## config.mk

```make
export PLATFORM = sky130hd
export DESIGN_NAME = bma_ctrl
export DESIGN_NICKNAME = d
export VERILOG_FILES = /design/src/rtl/core/bma_pkg.sv /design/src/rtl/core/bma_ctrl.sv
export SDC_FILE = /design/constraint.sdc
export NUM_CORES = 1
export LEC_CHECK = 0
export BUFFER_PORTS_ARGS = -buffer_cell sky130_fd_sc_hd__buf_2
export CORE_MARGIN = 8
export CORE_UTILIZATION = 30
export CTS_CLUSTER_DIAMETER = 150
export CTS_CLUSTER_SIZE = 24
export DETAILED_ROUTE_END_ITERATION = 8
export PLACE_DENSITY_LB_ADDON = 0.2
export SLEW_MARGIN = 15
export SYNTH_ARGS = -nofsm -noshare
export SYNTH_HDL_FRONTEND = slang
export SYNTH_SLANG_ARGS = --single-unit
```

## constraint.sdc

```tcl
create_clock -name clk -period 2.4 [get_ports clk]
set_input_delay 0 -clock clk [delete_from_list [all_inputs] [get_ports clk]]
set_output_delay 0 -clock clk [all_outputs]
set_load 0.1 [all_outputs]
```

## src/rtl/core/bma_pkg.sv

```systemverilog
`default_nettype none
// ----------------------------------------------------------------------------
// bma_pkg
// shared types, constants and helpers of the buddy memory allocator
// ----------------------------------------------------------------------------
package bma_pkg;

	localparam int TOTAL_UNITS_DEF = 1024;
	localparam int OWNER_BITS_DEF  = 16;
	localparam int PID_W           = 16;
	localparam int REQ_W           = 11;
	localparam int GRANT_W         = 11;
	localparam int CFG_W           = 4;
	localparam int NEED_W          = 5;

	localparam logic OP_ALLOC   = 1'b0;
	localparam logic OP_RELEASE = 1'b1;

	typedef struct packed {
		logic             op;
		logic [PID_W-1:0] process_id;
		logic [REQ_W-1:0] request_size;
	} bma_in_t;

	typedef struct packed {
		logic [GRANT_W-1:0] granted_size;
		logic               release_ok;
	} bma_out_t;

	typedef enum logic [3:0] {
		CMD_NONE,
		CMD_CLR_STEP,
		CMD_LOAD,
		CMD_READ,
		CMD_SCAN_A,
		CMD_SCAN_R,
		CMD_SPLIT,
		CMD_ALLOC_FIN,
		CMD_MERGE_RD,
		CMD_MERGE_EVAL,
		CMD_REL_FIN,
		CMD_OUT
	} bma_cmd_t;

	typedef struct packed {
		logic bad;
		logic scan_end;
		logic hit;
		logic split_more;
		logic found;
		logic merge_can;
		logic merge_ok;
		logic clear_last;
		logic is_release;
	} bma_stat_t;

	// smallest n with 2^n >= req
	function automatic logic [NEED_W-1:0] need_order(input logic [REQ_W-1:0] req);
		logic [NEED_W-1:0] n;
		n = '0;
		for (int i = 0; i <= REQ_W; i++) begin
			if (((REQ_W+1)'(1) << i) < (REQ_W+1)'(req)) begin
				n = NEED_W'(i + 1);
			end
		end
		return n;
	endfunction

endpackage
`default_nettype wire

```

## src/rtl/core/bma_ctrl.sv

```systemverilog
`default_nettype none
// ----------------------------------------------------------------------------
// bma_ctrl
// sequencer: clearing pass, descriptor scans, split and merge steps, result
// ----------------------------------------------------------------------------
module bma_ctrl (
	input  wire logic                clk,
	input  wire logic                arst_n,
	input  wire logic                cfg_we,
	input  wire logic                req_valid,
	output logic                     req_stall,
	output logic                     rsp_valid,
	input  wire logic                rsp_stall,
	input  wire bma_pkg::bma_stat_t  stat,
	output bma_pkg::bma_cmd_t        cmd
);
	import bma_pkg::*;

	typedef enum logic [3:0] {
		ST_CLEAR,
		ST_IDLE,
		ST_CHECK,
		ST_EVAL,
		ST_SPLIT,
		ST_MERGE,
		ST_MEVAL,
		ST_DONE
	} state_t;

	state_t state_q;
	logic   rsp_valid_q;
	logic   out_free;

	assign out_free  = !rsp_valid_q || !rsp_stall;
	assign req_stall = (state_q != ST_IDLE);
	assign rsp_valid = rsp_valid_q;

	always_comb begin
		cmd = CMD_NONE;
		unique case (state_q)
			ST_CLEAR: cmd = CMD_CLR_STEP;
			ST_IDLE: begin
				if (req_valid) cmd = CMD_LOAD;
			end
			ST_CHECK: begin
				if (!stat.bad) cmd = CMD_READ;
			end
			ST_EVAL: cmd = stat.is_release ? CMD_SCAN_R : CMD_SCAN_A;
			ST_SPLIT: begin
				if (stat.found) cmd = stat.split_more ? CMD_SPLIT : CMD_ALLOC_FIN;
			end
			ST_MERGE: cmd = stat.merge_can ? CMD_MERGE_RD : CMD_REL_FIN;
			ST_MEVAL: cmd = stat.merge_ok ? CMD_MERGE_EVAL : CMD_REL_FIN;
			ST_DONE: begin
				if (out_free) cmd = CMD_OUT;
			end
			default: cmd = CMD_NONE;
		endcase
	end

	always_ff @(posedge clk or negedge arst_n) begin
		if (!arst_n) begin
			state_q     <= ST_CLEAR;
			rsp_valid_q <= 1'b0;
		end else begin
			if (!rsp_stall) rsp_valid_q <= 1'b0;
			if (cfg_we) begin
				// new pool size drops every block, restart the clearing pass
				state_q <= ST_CLEAR;
			end else begin
				unique case (state_q)
					ST_CLEAR: begin
						if (stat.clear_last) state_q <= ST_IDLE;
					end
					ST_IDLE: begin
						if (req_valid) state_q <= ST_CHECK;
					end
					ST_CHECK: state_q <= stat.bad ? ST_DONE : ST_EVAL;
					ST_EVAL: begin
						if (stat.is_release) begin
							if (stat.hit) state_q <= ST_MERGE;
							else if (stat.scan_end) state_q <= ST_DONE;
						end else if (stat.scan_end) begin
							state_q <= ST_SPLIT;
						end
					end
					ST_SPLIT: begin
						if (!stat.found || !stat.split_more) state_q <= ST_DONE;
					end
					ST_MERGE: state_q <= stat.merge_can ? ST_MEVAL : ST_DONE;
					ST_MEVAL: state_q <= stat.merge_ok ? ST_MERGE : ST_DONE;
					ST_DONE: begin
						if (out_free) begin
							rsp_valid_q <= 1'b1;
							state_q     <= ST_IDLE;
						end
					end
					default: state_q <= ST_IDLE;
				endcase
			end
		end
	end

endmodule
`default_nettype wire

```

# Word level (Yosys, flattened, before mapping)
# Cells that the tools add are included.
# word_totals
ff_bits,5
inputBits,14
# classes
n_eq_ne,14
n_mux,26
n_reduce_logical,8
# op_table
op,n
$pmux 4 s8,2
$mux 4,10
$eq 4x3->1 const B,4
$ne 3x3->1 const B,4
$mux 2,5
$eq 4x2->1 const B,2
$ne 4x4->1 const B,2
$mux 1,7
$mux 3,2
$reduce_and 6->1,1
$eq 4x1->1 const B,1
$logic_not 1->1,4
$logic_not 4->1,1
$ne 4x1->1 const B,1
$logic_or 1x1->1,2

# Logic depth before layout (Yosys ltp)
# Gate-level depths: netlist of the first run.
# logic_depth
word_depth,5
depth_mapped,6
ltp_nobuf,4

# Worst setup path before layout of the first run
# OpenSTA, ideal clock, no wires.
# synth_timing
kind,register to output
start,reg rsp_valid_q (netlist: rsp_valid)
end,out cmd[3]
arrival_ns,3.209
required_ns,2.400
path_slack_ns,-0.809
path_stages_with_launch,4
n_path_buf,0
cell_sequence,dfrtp_1 > nand2_1 > nor2_1 > nor3b_1
# synth_via
elab_chain_len,4
# synth_rtl
item,line,rtl
start: declaration,bma_ctrl.sv:31,logic rsp_valid_q;
start signal: assignment,bma_ctrl.sv:64,rsp_valid_q <= 1'b0;
start signal: assignment,bma_ctrl.sv:66,if (!rsp_stall) rsp_valid_q <= 1'b0;
start signal: assignment,bma_ctrl.sv:94,rsp_valid_q <= 1'b1;
$logic_not 1->1,bma_ctrl.sv:34,assign out_free = !rsp_valid_q || !rsp_stall;
$logic_or 1x1->1,bma_ctrl.sv:34,
$mux 4,bma_ctrl.sv:55,if (out_free) cmd = CMD_OUT;
$pmux 4 s8,bma_ctrl.sv:40,unique case (state_q)
end: declaration,bma_ctrl.sv:15,output bma_pkg::bma_cmd_t cmd
# No other way between the ends.

# Final worst setup path of the first run
# layout_timing
start,reg state_q[2]
end,out cmd[1]
# layout_via
elab_chain_len,2
elab_cells_between_ends,9
# layout_rtl
item,line,rtl
start: declaration,bma_ctrl.sv:30,state_t state_q;
start signal: assignment,bma_ctrl.sv:78,ST_CHECK: state_q <= stat.bad ? ST_DONE : ST_EVAL;
start signal: assignment,bma_ctrl.sv:90,ST_MERGE: state_q <= stat.merge_can ? ST_MEVAL : ST_DONE;
start signal: assignment,bma_ctrl.sv:91,ST_MEVAL: state_q <= stat.merge_ok ? ST_MERGE : ST_DONE;
"$eq 4x3->1, or another cell as far along",bma_ctrl.sv:40,
$pmux 4 s8 (*),bma_ctrl.sv:40,
# Mark *: on every way between the ends. The rest lies on a longest branch, timed or not.

==> results.sh, run 1 <==
export IMPL_end_kind="primary output"
export IMPL_power_density_nw_per_um2=749.9
export IMPL_instances_no_fill=92
export IMPL_synth_nets=70
export IMPL_hold_path_startpoint="rsp_stall"
export IMPL_p_leak_nw=0.2660
export IMPL_drv_cap=0
export IMPL_core_um2=1436
export IMPL_cts_tree="built"
export IMPL_dpl_hpwl_um=990.6
export IMPL_gp_congestion=0.7388
export IMPL_htree_levels=1
export IMPL_cts_root_buffer_cell="clkbuf_4"
export IMPL_start_util_pct=30.66
export IMPL_ys_ff_latch=4
export IMPL_grt_total_usage_pct=10.24
export IMPL_cp_top_family="flip-flops"
export IMPL_global_route_overflow_total=0
export IMPL_grt_pass1_wl_um=2256
export IMPL_skew_ns=0.005555
export IMPL_cts_buffer_depth=2
export IMPL_placementRows=14
export IMPL_syn_area_um2=440.4
export IMPL_antenna_cells=0
export IMPL_syn_inst=56
export IMPL_setup_violations=0
export IMPL_drive_above_1_share_pct=34.21
export IMPL_grt_setup_unrepaired="false"
export IMPL_fin_crit_ns=1.989
export IMPL_path_max_fanout=23
export IMPL_setup_tns_ns=0
export IMPL_syn_mean_instance_area_um2=7.865
export IMPL_wl_um=1285
export IMPL_worst_slew_pin_slew_ns=0.6579
export IMPL_area_growth_pct=31.53
export IMPL_die_area_um2=2950
export IMPL_peakVddDrop_mv=0.3211
export IMPL_ioPinCount=20
export IMPL_startpoint_type="flip-flop"
export IMPL_cts_sinks=4
export IMPL_outcome="finished clean"
export IMPL_slew_violations=0
export IMPL_io_buffers=19
export IMPL_critPathKind="flip-flop to primary output"
export IMPL_dp_cells=87
export IMPL_slew_headroom_pct=56.14
export IMPL_die_w_um=54.32
export IMPL_fillers=157
export IMPL_critPathArrivalTime_ns=1.99
export IMPL_fin_crit_sh_pct=82.87
export IMPL_via_count=487
export IMPL_path_buf_inv=1
export IMPL_avgViaCountPerCell=5.293
export IMPL_die_h_um=54.32
export IMPL_seq_area_frac_synth_pct=22.73
export IMPL_ys_warn_count=0
export IMPL_drt_pass1_iterations=3
export IMPL_cp_required_ns=2.40
export IMPL_worstPathCellList="mux2i_1, a211o_1, nand3_1, buf_2"
export IMPL_ant_nets=0
export IMPL_cts_clk_slew_worst_paths_ns=0.03
export IMPL_fin_nets=92
export IMPL_hold_class="primary input to flip-flop"
export IMPL_antenna_found_initial=0
export IMPL_clk_latency_ns=0.23
export IMPL_r2r_start="state_q[2]$_DFFE_PN0P_"
export IMPL_drc_errors=0
export IMPL_first_iter_violations=6
export IMPL_grt_pass1_vias=490
export IMPL_max_freq_ghz=0.5028
export IMPL_synth_cell_type_count=34
export IMPL_timing_hold_violations_final=0
export IMPL_cts_buffers_inserted=3
export IMPL_wl_per_cell_um=13.97
export IMPL_worstSetupStartpoint="state_q[2]$_DFFE_PN0P_"
export IMPL_cp_slowest_cell="dfrtp_1"
export IMPL_cp_slowest_stage_delay_ns=0.75
export IMPL_grt_max_degree=24
export IMPL_post_cts_buffers=0
==> flip-flops by register name (all words and copies together), names as in the netlist <==
register,flops
state_q,3
rsp_valid,1
==> layout by cell type (no fill, tap or decap), drive strengths merged, types with 3 or more instances in the layout <==
| cell type | Yosys | layout |
|---|---|---|
| dfrtp | 4 | 4 |
| nand2 | 3 | 3 |
| o21ai | 5 | 5 |
| buf | 0 | 19 |
| nor2 | 6 | 6 |
| nand3 | 3 | 3 |
| a21oi | 3 | 3 |
| clkbuf | 3 | 3 |
==> tightest hold or removal path: cells and delay by family <==
family / cells / cell delay, ns
buffers and inverters: 1 / 0.08
and+or+nand+nor: 1 / 0.08
AOI/OAI and AO/OA: 1 / 0.09
==> layout make-up <==
cell class,instances,area [um2],share of cell area [%]
Timing Repair Buffer,21,115.1,19.87
Clock buffer,3,22.52,3.888
Multi-Input combinational cell,46,314.1,54.21
Tap cell,16,20.02,3.456
Sequential cell,4,100.1,17.28
Inverter,2,7.507,1.296
==> cells in the mapped netlist (all sizes together) <==
cell / number / share of area [%]
a21oi: 3 / 3.4
nand4bb: 1 / 2.6
inv: 2 / 1.7
nand3: 3 / 3.4
nand2: 3 / 3.1
a31oi: 1 / 1.4
o21a: 1 / 1.7
clkbuf: 3 / 3.4
a311oi: 1 / 3.4
and4: 1 / 2.0
o22ai: 1 / 1.4
and2: 1 / 2.0
a31o: 1 / 2.0
a211o: 1 / 2.0
dfrtp: 4 / 23
or3b: 1 / 2.0
nand2b: 2 / 2.8
o21ai: 5 / 5.7
dlygate4sd1: 1 / 2.0
nor3: 1 / 1.1
a41oi: 2 / 4.0
nor3b: 1 / 1.7
or2: 1 / 1.4
o2111a: 1 / 2.6
mux2i: 2 / 4.5
a2111o: 1 / 2.6
a22oi: 1 / 1.7
nor2: 6 / 5.1
and3: 2 / 2.8
o221ai: 1 / 2.0
or2b: 1 / 1.7
==> where the power goes <==
group / total (mW) / internal (mW) / switching [mW]
clock: 0.0819 / 0.0558 / 0.0261
combinational: 0.245 / 0.0685 / 0.177
sequential: 0.107 / 0.0745 / 0.0327
total: 0.434 / 0.199 / 0.236
==> through the flow <==
step | total power [mW] | utilization, % | setup WS [ns] | hold WS (ns) | area [um2]
floorplan | 0.3094 | - | 0.1716 | -0.2956 | 445.4
global placement | 0.3513 | 37.37 | 0.6865 | -0.1894 | 536.8
detailed placement | 0.3522 | 37.37 | 0.6575 | -0.1874 | 536.8
CTS | 0.4407 | 40.33 | 0.4109 | 0.06253 | 579.3
global route | 0.4678 | 40.33 | 0.2908 | 0.07785 | 579.3
finish | 0.4344 | 40.33 | 0.4111 | 0.06044 | 579.3
==> metal layers <==
layer	share of wire, %	track usage (%)	vias to the layer above
met5	0	0	-
met4	1.1	4.918	0
met3	6.3	3.804	2
met2	47	15.84	15
met1	46	12.23	214
li1	-	-	256
==> worst paths after layout <==
check | slack, ns | to | cells after the start
setup reg to reg | 0.65 | state_q[1]$_DFFE_PN0P_ | 4
max in group asynchronous | 2.17 | rsp_valid$_DFF_PN0_ | 2
hold reg to reg | 0.59 | rsp_valid$_DFF_PN0_ | 2
min in group asynchronous | 0.10 | state_q[0]$_DFFE_PN0P_ | 2
setup / recovery | 0.41 | cmd[1] | 4
hold / removal | 0.06 | rsp_valid$_DFF_PN0_ | 3
==> cell families after synthesis <==
group                  Yosys count  share of synthesized area (%)
AO/OA/AOI/OAI                   20                          33.81
flip-flops                       4                          22.73
buffers and inverters            6                          7.105
AND/OR/NAND/NOR                 24                          31.82
multiplexers                     2                          4.546
==> repair_timing <==
action,4_1_cts,5_1_grt
hold endpoints to repair,5,0
gates resized for setup,0,0
hold buffers,2,0
endpoints found under the setup margin,0,0
No activity file was read; power rests on OpenSTA's default activity.
==> inputs of run 2 (changes only) <==
Settings changed: ABC_AREA from default to 1.
Clock period 2.4 ns to 1.86 ns, I/O delays scaled along.
==> run 2 against run 1 <==
Net effect:
- final area is 38% higher
- critical path depth stayed put
- die area is 25% higher
- largest cell class unchanged
- critical endpoint is now cmd[3]
==> results.sh, run 2 <==
export IMPL_grt_setup_unrepaired="false"
export IMPL_setup_violations=0
export IMPL_synth_most_common_cell="nand2_1"
export IMPL_ys_ff_latch=4
export IMPL_drc_errors=0
export IMPL_synth_largest_area_cell="dfrtp_1"
export IMPL_placementRows=16
export IMPL_post_cts_buffers=0
export IMPL_met2_usage_pct=15.08
export IMPL_fin_nets=139
export IMPL_synth_edf_count=0
export IMPL_power_density_nw_per_um2=1676
export IMPL_largest_register_ffs=3
export IMPL_via_count=688
export IMPL_synth_flop_cell="dfrtp_1"
export IMPL_synth_xor_area_share_pct=0
export IMPL_avgViaCountPerCell=4.556
export IMPL_die_h_um=60.74
export IMPL_timing_hold_violations_final=0
export IMPL_synthMuxAreaShare_pct=0
export IMPL_gp_congestion=0.8294
export IMPL_rrSetupSlack_ns=0.38
export IMPL_hold_class="primary input to flip-flop"
export IMPL_synth_nets=115
export IMPL_dpl_hpwl_um=1377
export IMPL_cts_buffers_inserted=3
export IMPL_end_kind="primary output"
export IMPL_cts_buffer_depth=2
export IMPL_p_leak_nw=0.4593
export IMPL_seq_area_frac_synth_pct=16.67
export IMPL_htree_levels=1
export IMPL_slew_headroom_pct=67.71
export IMPL_ys_warn_count=0
export IMPL_top_register="state_q"
export IMPL_drv_cap=0
export IMPL_pre_cts_ws_ns=0.3000
export IMPL_min_path_cells=2
export IMPL_critPathArrivalTime_ns=1.76
export IMPL_grt_pass1_wl_um=2801
export IMPL_fillers=225
export IMPL_ys_top_cells_by_area="dfrtp_1 (17%), nand2_1 (16%), nand3_1 (10%)"
export IMPL_synth_compound_area_share_pct=6.250
export IMPL_clk_latency_ns=0.24
export IMPL_ioPinCount=20
export IMPL_fin_crit_ns=1.762
export IMPL_stdcell_area_um2=802.0
export IMPL_grt_max_degree=12
export IMPL_synth_cell_type_count=20
export IMPL_cts_tree="built"
export IMPL_global_route_overflow_total=0
export IMPL_outcome="finished clean"
export IMPL_startpoint_type="flip-flop"
export IMPL_synth_common_cells="nand2_1 (26), nor2_1 (16), inv_1 (12), nand3_1 (12), nand2_2 (5)"
export IMPL_fin_crit_sh_pct=94.75
export IMPL_worstPathCellList="nand3_1, nor2_1, or2_2, buf_2"
export IMPL_cp_slowest_cell="dfrtp_1"
export IMPL_max_freq_ghz=0.5674
export IMPL_skew_ns=0.008811
export IMPL_synth_async_reset_ratio_pct=100.0
export IMPL_final_util_pct=41.73
export IMPL_critPathKind="flip-flop to primary output"
export IMPL_peakVddDrop_mv=0.8995
export IMPL_rr_worst_depth=8
export IMPL_cp_required_ns=1.86
export IMPL_first_iter_violations=19
export IMPL_wl_um=1574
export IMPL_worst_slew_pin_slew_ns=0.4877
export IMPL_die_area_um2=3689
export IMPL_synthSimpleGateAreaFrac_pct=62.29
export IMPL_cp_num_cells=4
export IMPL_syn_inst=101
export IMPL_yosys_area_share_adder_pct=0
export IMPL_cts_clk_slew_worst_paths_ns=0.04
export IMPL_use_met1_pct=12.71
export IMPL_yosys_area_top_type_share_pct=16.67
export IMPL_rr_endpoint="state_q[0]$_DFFE_PN0P_"
export IMPL_drive_above_1_share_pct=37.10
export IMPL_grt_pass1_vias=654
export IMPL_wl_per_cell_um=10.42
export IMPL_use_met3_pct=2.966
export IMPL_cp_top_family="flip-flops"
export IMPL_area_growth_pct=33.54
export IMPL_layout_common_cells="nand2_1 (25), buf_2 (17), nor2_1 (16)"
export IMPL_antenna_cells=0
export IMPL_grt_most_used_layer="met2"
export IMPL_antenna_found_initial=0
export IMPL_placed_area_um2=754.5
export IMPL_path_buf_inv=1
export IMPL_cp_slowest_stage_delay_ns=0.60
export IMPL_path_max_fanout=9
export IMPL_syn_mean_instance_area_um2=5.946
export IMPL_final_common_cell="nand2_1"
export IMPL_die_w_um=60.74
export IMPL_fin_ws_ns=0.09770
export IMPL_cts_sinks=4
export IMPL_syn_area_um2=600.6
export IMPL_ant_nets=0
export IMPL_hold_path_startpoint="cfg_we"
export IMPL_synth_top_family_by_area="simple AND/OR/NAND/NOR gates"
export IMPL_r2r_start="state_q[2]$_DFFE_PN0P_"
export IMPL_grt_total_usage_pct=9.640
export IMPL_drt_pass1_iterations=4
export IMPL_start_util_pct=31.25
export IMPL_cts_root_buffer_cell="clkbuf_4"
export IMPL_hold_end="rsp_valid$_DFF_PN0_"
export IMPL_io_buffers=19
export IMPL_core_um2=1922
export IMPL_slew_violations=0
run 2: cell count changes in the layout (fill, tap and decap cells not counted), sizes merged, moves of 11 or more:
cell / change
nand3: +11
nor2: +16
nand2: +29
inv: +12
run 2: metrics by stage:
step | std cells | setup TNS (ns) | power (mW) | hold slack, ns
6_report | 151 | 0 | 1.344 | 0.03070
2_1_floorplan | 101 | -0.4961 | 1.004 | -0.2956
4_1_cts | 151 | 0 | 1.355 | 0.03391
3_5_place_dp | 145 | 0 | 1.222 | -0.1934
5_1_grt | 151 | 0 | 1.432 | 0.05268
3_3_place_gp | 145 | 0 | 1.231 | -0.1932
run 2: cell type report:
class / count / area (um2) / area share, %
clock buffer: 4 / 26.28 / 3.276
inverter: 14 / 52.55 / 6.552
multi-input combinational: 80 / 434.2 / 54.13
sequential: 4 / 102.6 / 12.79
tap: 27 / 33.78 / 4.212
timing repair buffer: 22 / 152.6 / 19.03
run 2: kinds of logic (layout without fill, tap and decap cells):
family	Yosys count	after routing
flip-flops	4	4
AND/OR/NAND/NOR	75	75
buffers and inverters	17	40
AO/OA/AOI/OAI	5	5
run 2: what timing repair did:
action	in CTS	in global routing
hold endpoints to repair	5	0
resized for setup	0	1
hold buffers	2	0
setup endpoints to repair	0	2
run 2: report_power, final:
part,leakage (nW),total [mW],internal (mW),switching [mW]
sequential,0.0509,0.194,0.113,0.0811
combinational,0.393,1.03,0.316,0.715
clock,0.0150,0.119,0.0806,0.0380
total,0.459,1.34,0.510,0.834
run 2: worst max-delay path by stage:
stage                                 startpoint  endpoint  slack [ns]
after global placement    state_q[1]$_DFFE_PN0P_    cmd[3]        0.28
final                     state_q[2]$_DFFE_PN0P_    cmd[3]         0.1
after global routing      state_q[2]$_DFFE_PN0P_    cmd[0]       0.005
after detailed placement  state_q[1]$_DFFE_PN0P_    cmd[3]        0.30
after CTS                 state_q[1]$_DFFE_PN0P_    cmd[3]        0.03
after floorplan           state_q[2]$_DFFE_PN0P_    cmd[1]       -0.50
run 2: routing by layer:
layer,vias up,wire length [um]
li1,367,-
met1,306,738
met2,15,769
met3,0,66
met4,0,0
met5,-,0
run 2: worst reg2reg max path, cell delays in order, from the launching register on:
cell	delay [ns]
dfrtp_1	0.60
inv_2	0.15
nand3_2	0.14
nor2_1	0.05
nor2_1	0.10
nand2_1	0.06
nor2_1	0.14
nand3_1	0.10
nand2_1	0.07
